[src/rtl/core/u64_to_decimal_ascii_assert.svh]
// Assertion macros shared by the decimal converter RTL.
`ifndef U64_TO_DECIMAL_ASCII_ASSERT_SVH
`define U64_TO_DECIMAL_ASCII_ASSERT_SVH

// cond true at an edge -> expr true at the same edge
`define U64DA_ASSERT_IMPL(label, cond, expr) \
    label: assert property (@(posedge clk) disable iff (!rst_n) (cond) |-> (expr)) \
        else $error("u64_to_decimal_ascii: assertion failed");

// cond true at an edge -> expr true at the next edge
`define U64DA_ASSERT_NEXT(label, cond, expr) \
    label: assert property (@(posedge clk) disable iff (!rst_n) (cond) |=> (expr)) \
        else $error("u64_to_decimal_ascii: assertion failed");

`endif

[src/rtl/core/u64da_pkg.sv]
// Shared constants and helpers for the 64-bit binary to decimal ASCII converter.
package u64da_pkg;

    localparam int VALUE_W            = 64;
    localparam int DIGIT_W            = 4;
    localparam int ASCII_W            = 6;
    localparam int DEFAULT_MAX_DIGITS = 20;
    localparam int STEP_BITS          = 8;
    localparam int DD_STAGES          = VALUE_W / STEP_BITS;

    localparam logic [DIGIT_W-1:0] DD_THRESH = 4'd5;
    localparam logic [DIGIT_W-1:0] DD_ADJUST = 4'd3;
    localparam logic [ASCII_W-1:0] ASCII_ZERO = 6'd48;
    localparam logic [ASCII_W-1:0] ASCII_NINE = 6'd57;

    function automatic logic [ASCII_W-1:0] to_ascii(input logic [DIGIT_W-1:0] digit);
        logic [ASCII_W-1:0] code;
        code = ASCII_ZERO + {{(ASCII_W-DIGIT_W){1'b0}}, digit};
        return code;
    endfunction

endpackage

[src/rtl/core/u64da_dd_stage.sv]
// One double-dabble pipeline stage: shifts STEP_BITS value bits into the BCD digits.
module u64da_dd_stage #(
    parameter int MAX_DIGITS = u64da_pkg::DEFAULT_MAX_DIGITS
) (
    input  logic                                     clk,
    input  logic                                     rst_n,
    input  logic                                     up_valid,
    output logic                                     up_ready,
    input  logic [MAX_DIGITS*u64da_pkg::DIGIT_W-1:0] up_bcd,
    input  logic [u64da_pkg::VALUE_W-1:0]            up_bin,
    output logic                                     dn_valid,
    input  logic                                     dn_ready,
    output logic [MAX_DIGITS*u64da_pkg::DIGIT_W-1:0] dn_bcd,
    output logic [u64da_pkg::VALUE_W-1:0]            dn_bin
);

    localparam int BCD_W = MAX_DIGITS * u64da_pkg::DIGIT_W;
    localparam int DW    = u64da_pkg::DIGIT_W;
    localparam int VW    = u64da_pkg::VALUE_W;

    logic             valid_reg;
    logic [BCD_W-1:0] bcd_reg;
    logic [VW-1:0]    bin_reg;
    logic [BCD_W-1:0] bcd_next;
    logic [VW-1:0]    bin_next;

    assign up_ready = !valid_reg || dn_ready;
    assign dn_valid = valid_reg;
    assign dn_bcd   = bcd_reg;
    assign dn_bin   = bin_reg;

    // add-3 then shift, one value bit per step; carry out of the top digit drops
    always_comb
    begin
        bcd_next = up_bcd;
        bin_next = up_bin;
        for (int s = 0; s < u64da_pkg::STEP_BITS; s++)
        begin
            for (int d = 0; d < MAX_DIGITS; d++)
            begin
                if (bcd_next[d*DW +: DW] >= u64da_pkg::DD_THRESH)
                begin
                    bcd_next[d*DW +: DW] = bcd_next[d*DW +: DW] + u64da_pkg::DD_ADJUST;
                end
            end
            bcd_next = {bcd_next[BCD_W-2:0], bin_next[VW-1]};
            bin_next = {bin_next[VW-2:0], 1'b0};
        end
    end

    always_ff @(posedge clk or negedge rst_n)
    begin
        if (!rst_n)
        begin
            valid_reg <= 1'b0;
        end
        else if (up_ready)
        begin
            valid_reg <= up_valid;
        end
    end

    always_ff @(posedge clk)
    begin
        if (up_ready && up_valid)
        begin
            bcd_reg <= bcd_next;
            bin_reg <= bin_next;
        end
    end

endmodule

[src/rtl/core/u64da_serializer.sv]
// Output serializer: drops leading zeros and emits one ASCII digit per item.
module u64da_serializer #(
    parameter int MAX_DIGITS = u64da_pkg::DEFAULT_MAX_DIGITS
) (
    input  logic                                     clk,
    input  logic                                     rst_n,
    input  logic                                     load_valid,
    output logic                                     load_ready,
    input  logic [MAX_DIGITS*u64da_pkg::DIGIT_W-1:0] load_bcd,
    output logic                                     char_valid,
    input  logic                                     char_stall,
    output logic [u64da_pkg::ASCII_W-1:0]            ascii_char,
    output logic                                     is_last
);

    localparam int DW = u64da_pkg::DIGIT_W;
    localparam int PW = (MAX_DIGITS > 1) ? $clog2(MAX_DIGITS) : 1;

    logic          busy_reg;
    logic [PW-1:0] pos_reg;
    logic [DW-1:0] digits_reg [MAX_DIGITS];
    logic [PW-1:0] pos_next;

    // index of the most significant nonzero digit, zero for a zero value
    always_comb
    begin
        pos_next = '0;
        for (int i = 0; i < MAX_DIGITS; i++)
        begin
            if (load_bcd[i*DW +: DW] != '0)
            begin
                pos_next = PW'(i);
            end
        end
    end

    assign load_ready = !busy_reg || (!char_stall && (pos_reg == '0));
    assign char_valid = busy_reg;
    assign ascii_char = u64da_pkg::to_ascii(digits_reg[pos_reg]);
    assign is_last    = (pos_reg == '0);

    always_ff @(posedge clk or negedge rst_n)
    begin
        if (!rst_n)
        begin
            busy_reg <= 1'b0;
            pos_reg  <= '0;
        end
        else if (load_ready)
        begin
            busy_reg <= load_valid;
            if (load_valid)
            begin
                pos_reg <= pos_next;
            end
        end
        else if (!char_stall)
        begin
            pos_reg <= pos_reg - PW'(1);
        end
    end

    always_ff @(posedge clk)
    begin
        if (load_ready && load_valid)
        begin
            for (int i = 0; i < MAX_DIGITS; i++)
            begin
                digits_reg[i] <= load_bcd[i*DW +: DW];
            end
        end
    end

endmodule

[src/rtl/core/u64_to_decimal_ascii.sv]
// Top level: 64-bit unsigned value to decimal ASCII digits, most significant first.
//
//  channel  | valid       | stall       | payload
//  ---------+-------------+-------------+--------------------------
//  value    | value_valid | value_stall | value[63:0]
//  char     | char_valid  | char_stall  | ascii_char[5:0], is_last
//
// A value passes through DD_STAGES (8) double-dabble stages into the serializer, which
// sends one character per cycle while char_stall is low and loads the next value as the
// last character leaves; the value rate is set by the single character port and each
// value's digit count (1 to MAX_DIGITS). Up to 8 further values wait in the pipeline.
// Reset clears the valid bits and the digit pointer. A char stall backs up through
// the stages and raises value_stall once the first stage holds an item it cannot pass on.
module u64_to_decimal_ascii #(
    parameter int MAX_DIGITS = u64da_pkg::DEFAULT_MAX_DIGITS
) (
    input  logic                            clk,
    input  logic                            rst_n,
    input  logic                            value_valid,
    output logic                            value_stall,
    input  logic [u64da_pkg::VALUE_W-1:0]   value,
    output logic                            char_valid,
    input  logic                            char_stall,
    output logic [u64da_pkg::ASCII_W-1:0]   ascii_char,
    output logic                            is_last
);

    `include "u64_to_decimal_ascii_assert.svh"

    localparam int BCD_W  = MAX_DIGITS * u64da_pkg::DIGIT_W;
    localparam int STAGES = u64da_pkg::DD_STAGES;

    logic                          valid_w [STAGES+1];
    logic                          ready_w [STAGES+1];
    logic [BCD_W-1:0]              bcd_w   [STAGES+1];
    logic [u64da_pkg::VALUE_W-1:0] bin_w   [STAGES+1];
    logic                          char_in_range;

    assign valid_w[0]  = value_valid;
    assign bcd_w[0]    = '0;
    assign bin_w[0]    = value;
    assign value_stall = !ready_w[0];

    for (genvar g = 0; g < STAGES; g++)
    begin : g_dd
        u64da_dd_stage #(
            .MAX_DIGITS(MAX_DIGITS)
        ) u_stage (
            .clk      (clk),
            .rst_n    (rst_n),
            .up_valid (valid_w[g]),
            .up_ready (ready_w[g]),
            .up_bcd   (bcd_w[g]),
            .up_bin   (bin_w[g]),
            .dn_valid (valid_w[g+1]),
            .dn_ready (ready_w[g+1]),
            .dn_bcd   (bcd_w[g+1]),
            .dn_bin   (bin_w[g+1])
        );
    end

    u64da_serializer #(
        .MAX_DIGITS(MAX_DIGITS)
    ) u_ser (
        .clk        (clk),
        .rst_n      (rst_n),
        .load_valid (valid_w[STAGES]),
        .load_ready (ready_w[STAGES]),
        .load_bcd   (bcd_w[STAGES]),
        .char_valid (char_valid),
        .char_stall (char_stall),
        .ascii_char (ascii_char),
        .is_last    (is_last)
    );

    assign char_in_range = (ascii_char >= u64da_pkg::ASCII_ZERO) &&
                           (ascii_char <= u64da_pkg::ASCII_NINE);

    `U64DA_ASSERT_IMPL(a_char_is_digit, char_valid, char_in_range)
    `U64DA_ASSERT_NEXT(a_run_continues, char_valid && !char_stall && !is_last, char_valid)
    `U64DA_ASSERT_IMPL(a_stall_when_full, value_stall, valid_w[1])

endmodule
[config.mk]
export PLATFORM = sky130hd
export DESIGN_NAME = u64_to_decimal_ascii
export DESIGN_NICKNAME = d
export VERILOG_FILES = /design/src/rtl/core/u64da_pkg.sv /design/src/rtl/core/u64da_dd_stage.sv /design/src/rtl/core/u64da_serializer.sv /design/src/rtl/core/u64_to_decimal_ascii.sv
export VERILOG_INCLUDE_DIRS = /design/src /design/src/rtl/core
export SDC_FILE = /design/constraint.sdc
export NUM_CORES = 2
export LEC_CHECK = 0
export ABC_AREA = 0
export BUFFER_PORTS_ARGS = -buffer_cell sky130_fd_sc_hd__buf_2
export CAP_MARGIN = 20
export CORE_UTILIZATION = 45
export DETAILED_ROUTE_END_ITERATION = 16
export GPL_TIMING_DRIVEN = 0
export PLACE_DENSITY = 0.63
export SYNTH_ARGS = -nofsm -noshare
export SYNTH_HDL_FRONTEND = slang
export SYNTH_SLANG_ARGS = --single-unit
[constraint.sdc]
create_clock -name clk -period 8.6 [get_ports clk]
set_clock_uncertainty 0.1 [all_clocks]
set_input_delay 1.29 -clock clk [delete_from_list [all_inputs] [get_ports clk]]
set_output_delay 1.29 -clock clk [all_outputs]
set_load 0.05 [all_outputs]
==> metrics.log <==
[metrics] post-detail-place hpwl: roughly 160 mm
[metrics] slowest cell on the critical path: a22oi_1
[metrics] hold buffer count at CTS: 0
[metrics] Post-CTS Setup Bufs: 0
[metrics] most used flip-flop cell after synthesis: edfxtp_1
[metrics] capturing element of the worst setup path: g_dd[2].u_stage.dn_bcd[7]$_DFFE_PP_
[metrics] I/O Buffers: 74
[metrics] largest cells by area after synthesis: edfxtp_1 21%, ha_1 7.6%, a21oi_1 4.9%
[metrics] element type at the critical path end: register
[metrics] wire length of the first global-routing pass: 360 mm
[metrics] measured slew at the worst slew-check pin: 1.07 ns
[metrics] final cycle utilization of the critical path: 93.7%
[metrics] First DRT Iteration DRCs: between 5k and 6k
[metrics] Worst Min Path Start: g_dd[3].u_stage.dn_bin[33]$_DFFE_PP_
[metrics] violations in the final reports: design-rule violations
[metrics] H-tree Lvls: 3
[metrics] Commonest cells post-synth: 969 x nor2_1, 945 x a21oi_1, 850 x nand2_1
[metrics] maximum number of pins on one net before global-route repair: 67
[metrics] endpoint required time on the critical path: around 9.0 ns
[metrics] Global Route Usage Sum: 18.4%
[metrics] post_cts resized: 0
[metrics] Crit Path Category: register to register
[metrics] ANT cells: 0
[metrics] Most common cell on crit path: ha_1
[metrics] Final min period: 8.05 ns
[metrics] maximum capacitance violations: 0
[metrics] clock transition at the register clock pins on the worst setup and hold paths after CTS: roughly 0.060 ns
[metrics] number of synthesized flops with an enable pin: between 600 and 700
[metrics] #FFs+latches synth: 692
[metrics] combined buffer and inverter count along the critical path: 8
[metrics] share of the synthesized area in the top cell type: 21.2%
[metrics] top cell type by total area after synthesis: edfxtp_1
[metrics] final setup fails: 0
[metrics] stages on the worst setup path: 37
[metrics] via total after detailed routing: approximately 89k
[metrics] Post-route DRC: 2
[metrics] floorplan die area: 215000 µm²
[metrics] highest net fanout along the worst path: 10
[metrics] endpoint of the most critical register-to-register path: g_dd[2].u_stage.dn_bcd[7]$_DFFE_PP_
[metrics] asr flop ratio synth: 2.02%
[metrics] clk_lat worst skew: between 0.7 and 0.8 ns
[metrics] Final Slew Violations: 0
[metrics] height of the chip: around 460 µm
[metrics] Worst Hold Depth: 0
[metrics] post-placement setup slack: about 0.58 ns
[metrics] count of boundary I/O pins: 77
[metrics] count of yosys warnings during synthesis: 0
[metrics] worst r2r path cells: 37
[metrics] gate count of the mapped netlist: 12.1k
[metrics] largest incremental delay on the critical path: approximately 0.45 ns
[metrics] Crit Reg-Reg Startpoint: g_dd[1].u_stage.dn_bcd[0]$_DFFE_PP_
[metrics] detailed-router iteration count before antenna repair: 11
[metrics] number of distinct library cell variants in the gate-level netlist after synthesis: 140
[metrics] site row count: around 170
[metrics] cell at the root of the clock tree: clkbuf_16
[metrics] Largest register FFs: 374
[metrics] Core Footprint: roughly 210000 µm²
[metrics] effective utilization at floorplan: 45.2%
[metrics] beginning of the critical path: g_dd[1].u_stage.dn_bcd[0]$_DFFE_PP_
[metrics] largest delay contributor family on the critical path: compound AO/OA/AOI/OAI gates
[metrics] signed area change from the synthesized netlist to the final layout: 7.62%
[metrics] Filler Cells Inserted: 20.0k
[metrics] total CTS buffers: 92
[metrics] relative slew slack: 28.2%
[metrics] clock tree from TritonCTS: done
[metrics] min setup slack post-route: 0.546 ns
[metrics] Setup crit start kind: register
[metrics] Die W: roughly 460 µm
[metrics] number of global-route vias before repair: between 80k and 90k
[metrics] drt wl/cell: 13.7 µm
[metrics] number of nets with antenna violations after detailed routing: 0
[metrics] remaining global-route overflow: 0
[metrics] Critical Path AT: 8.45 ns
[metrics] result of the run: finished with violations
[metrics] number of buffers on the longest clock path: 3
[metrics] share of cells above drive strength 1: 10.0%
[metrics] portion of the post-synthesis area used by sequential elements: 21.6%
[metrics] classification of the worst-slack hold path: register to register
[metrics] achievable frequency: roughly 0.12 GHz
[metrics] final hold violations: 0
[metrics] most common cell in the netlist: nor2_1
[metrics] Syn Std Cell Area: about 96000 µm²
[metrics] Reg2Reg Setup Slack: 0.55 ns
[metrics] average cell area after synthesis: ~8.0 µm²
[metrics] number of antenna violations at the first check in global routing: 1
[metrics] Layout Nets: 12.9k
[metrics] per-cell via count in the routed design: 5.91
[metrics] CTS sink count: 692
[metrics] Total Wirelength: 208 mm
[metrics] last weighted congestion value of the routability-driven placer: 0.830
-- worst register-to-register path: cells and delay by family (launching register included) --
kind / cells / cell delay [ns]
adders and majority gates: 6 / 1.27
and+or+nand+nor: 7 / 1.62
DFF: 1 / 0.39
muxes: 1 / 0.26
xor gates and xnor gates: 1 / 0.32
AOI/OAI and AO/OA: 14 / 2.66
buffers and inverters: 8 / 1.21
-- area by class of cell --
class	instances	area [µm²]	share of cell area, %
Multi-Input combinational cell	10205	70800	68.6
Sequential cell	692	20700	20.1
Tap cell	2821	3530	3.42
Inverter	889	3340	3.23
Clock buffer	99	2330	2.25
Buffer	271	1150	1.11
Timing Repair Buffer	92	761	0.737
Clock inverter	70	614	0.595
-- cell families after synthesis --
| logic type | share of synthesized area, % |
|---|---|
| buffers and inverters | 4.67 |
| other | 0.00391 |
| multiplexers | 7.88 |
| flip-flops | 21.6 |
| AND/OR/NAND/NOR | 19.1 |
| XOR/XNOR | 6.43 |
| AO/OA/AOI/OAI | 32.5 |
| adder cells (fa/ha/maj) | 7.87 |
-- layout by cell type, fill, tap and decap left out, drive strengths merged, types with 85 or more instances in the layout --
cell type	netlist	final
ha	584	584
buf	73	164
and3	93	93
a21oi	1022	1022
o21a	169	169
o22ai	133	133
o31ai	120	120
xor2	148	148
a22oi	85	85
o21bai	99	99
nand2	851	851
clkbuf	198	297
nor2	972	972
xnor2	482	482
nor4	87	87
a211oi	240	240
mux2i	382	382
mux2	278	278
inv	887	901
o21ai	1104	1104
a21o	183	183
a21boi	90	90
nand3	268	268
a31oi	237	237
edfxtp	678	678
o211ai	238	238
nor2b	127	127
or3	93	93
or2	136	136
nor3b	115	115
nor3	334	334
nand2b	277	277
and2	168	168
-- how the worst min path moves through the flow --
stage,endpoint,slack (ns)
final,g_dd[4].u_stage.dn_bin[41]$_DFFE_PP_,0.31
after global routing,g_dd[1].u_stage.dn_bin[50]$_DFFE_PP_,0.32
after global placement,g_dd[2].u_stage.dn_bin[60]$_DFFE_PP_,0.30
after floorplan,g_dd[1].u_stage.dn_bcd[0]$_DFFE_PP_,0.30
after CTS,g_dd[1].u_stage.dn_bin[50]$_DFFE_PP_,0.31
after detailed placement,g_dd[1].u_stage.dn_bin[17]$_DFFE_PP_,0.30
-- through the flow --
stage / setup TNS [ns] / instance area, µm² / util (%) / hold WS, ns / std cells
after CTS: 0 / 103000 / 48.7 / 0.313 / 15138
final: 0 / 103000 / 48.7 / 0.314 / 15139
after floorplan: 0 / 96000 / - / 0.300 / 12057
after global routing: -0.0300 / 103000 / 48.7 / 0.319 / 15139
after global placement: -218.04 / 99900 / 47.1 / 0.301 / 14952
after detailed placement: 0 / 100000 / 47.3 / 0.305 / 14969
-- layer usage --
| layer | wire [µm] | track usage [%] | vias to the layer above |
|---|---|---|---|
| li1 | - | - | 46189 |
| met2 | 99700 | 33.1 | 1236 |
| met5 | 0 | 0 | - |
| met4 | 2680 | 3.77 | 0 |
| met3 | 5730 | 1.98 | 165 |
| met1 | 99500 | 23.4 | 41846 |
Power is left out: the tool's default activity adds up to more than one toggle a clock period on the data nets, which glitch-free logic cannot reach.
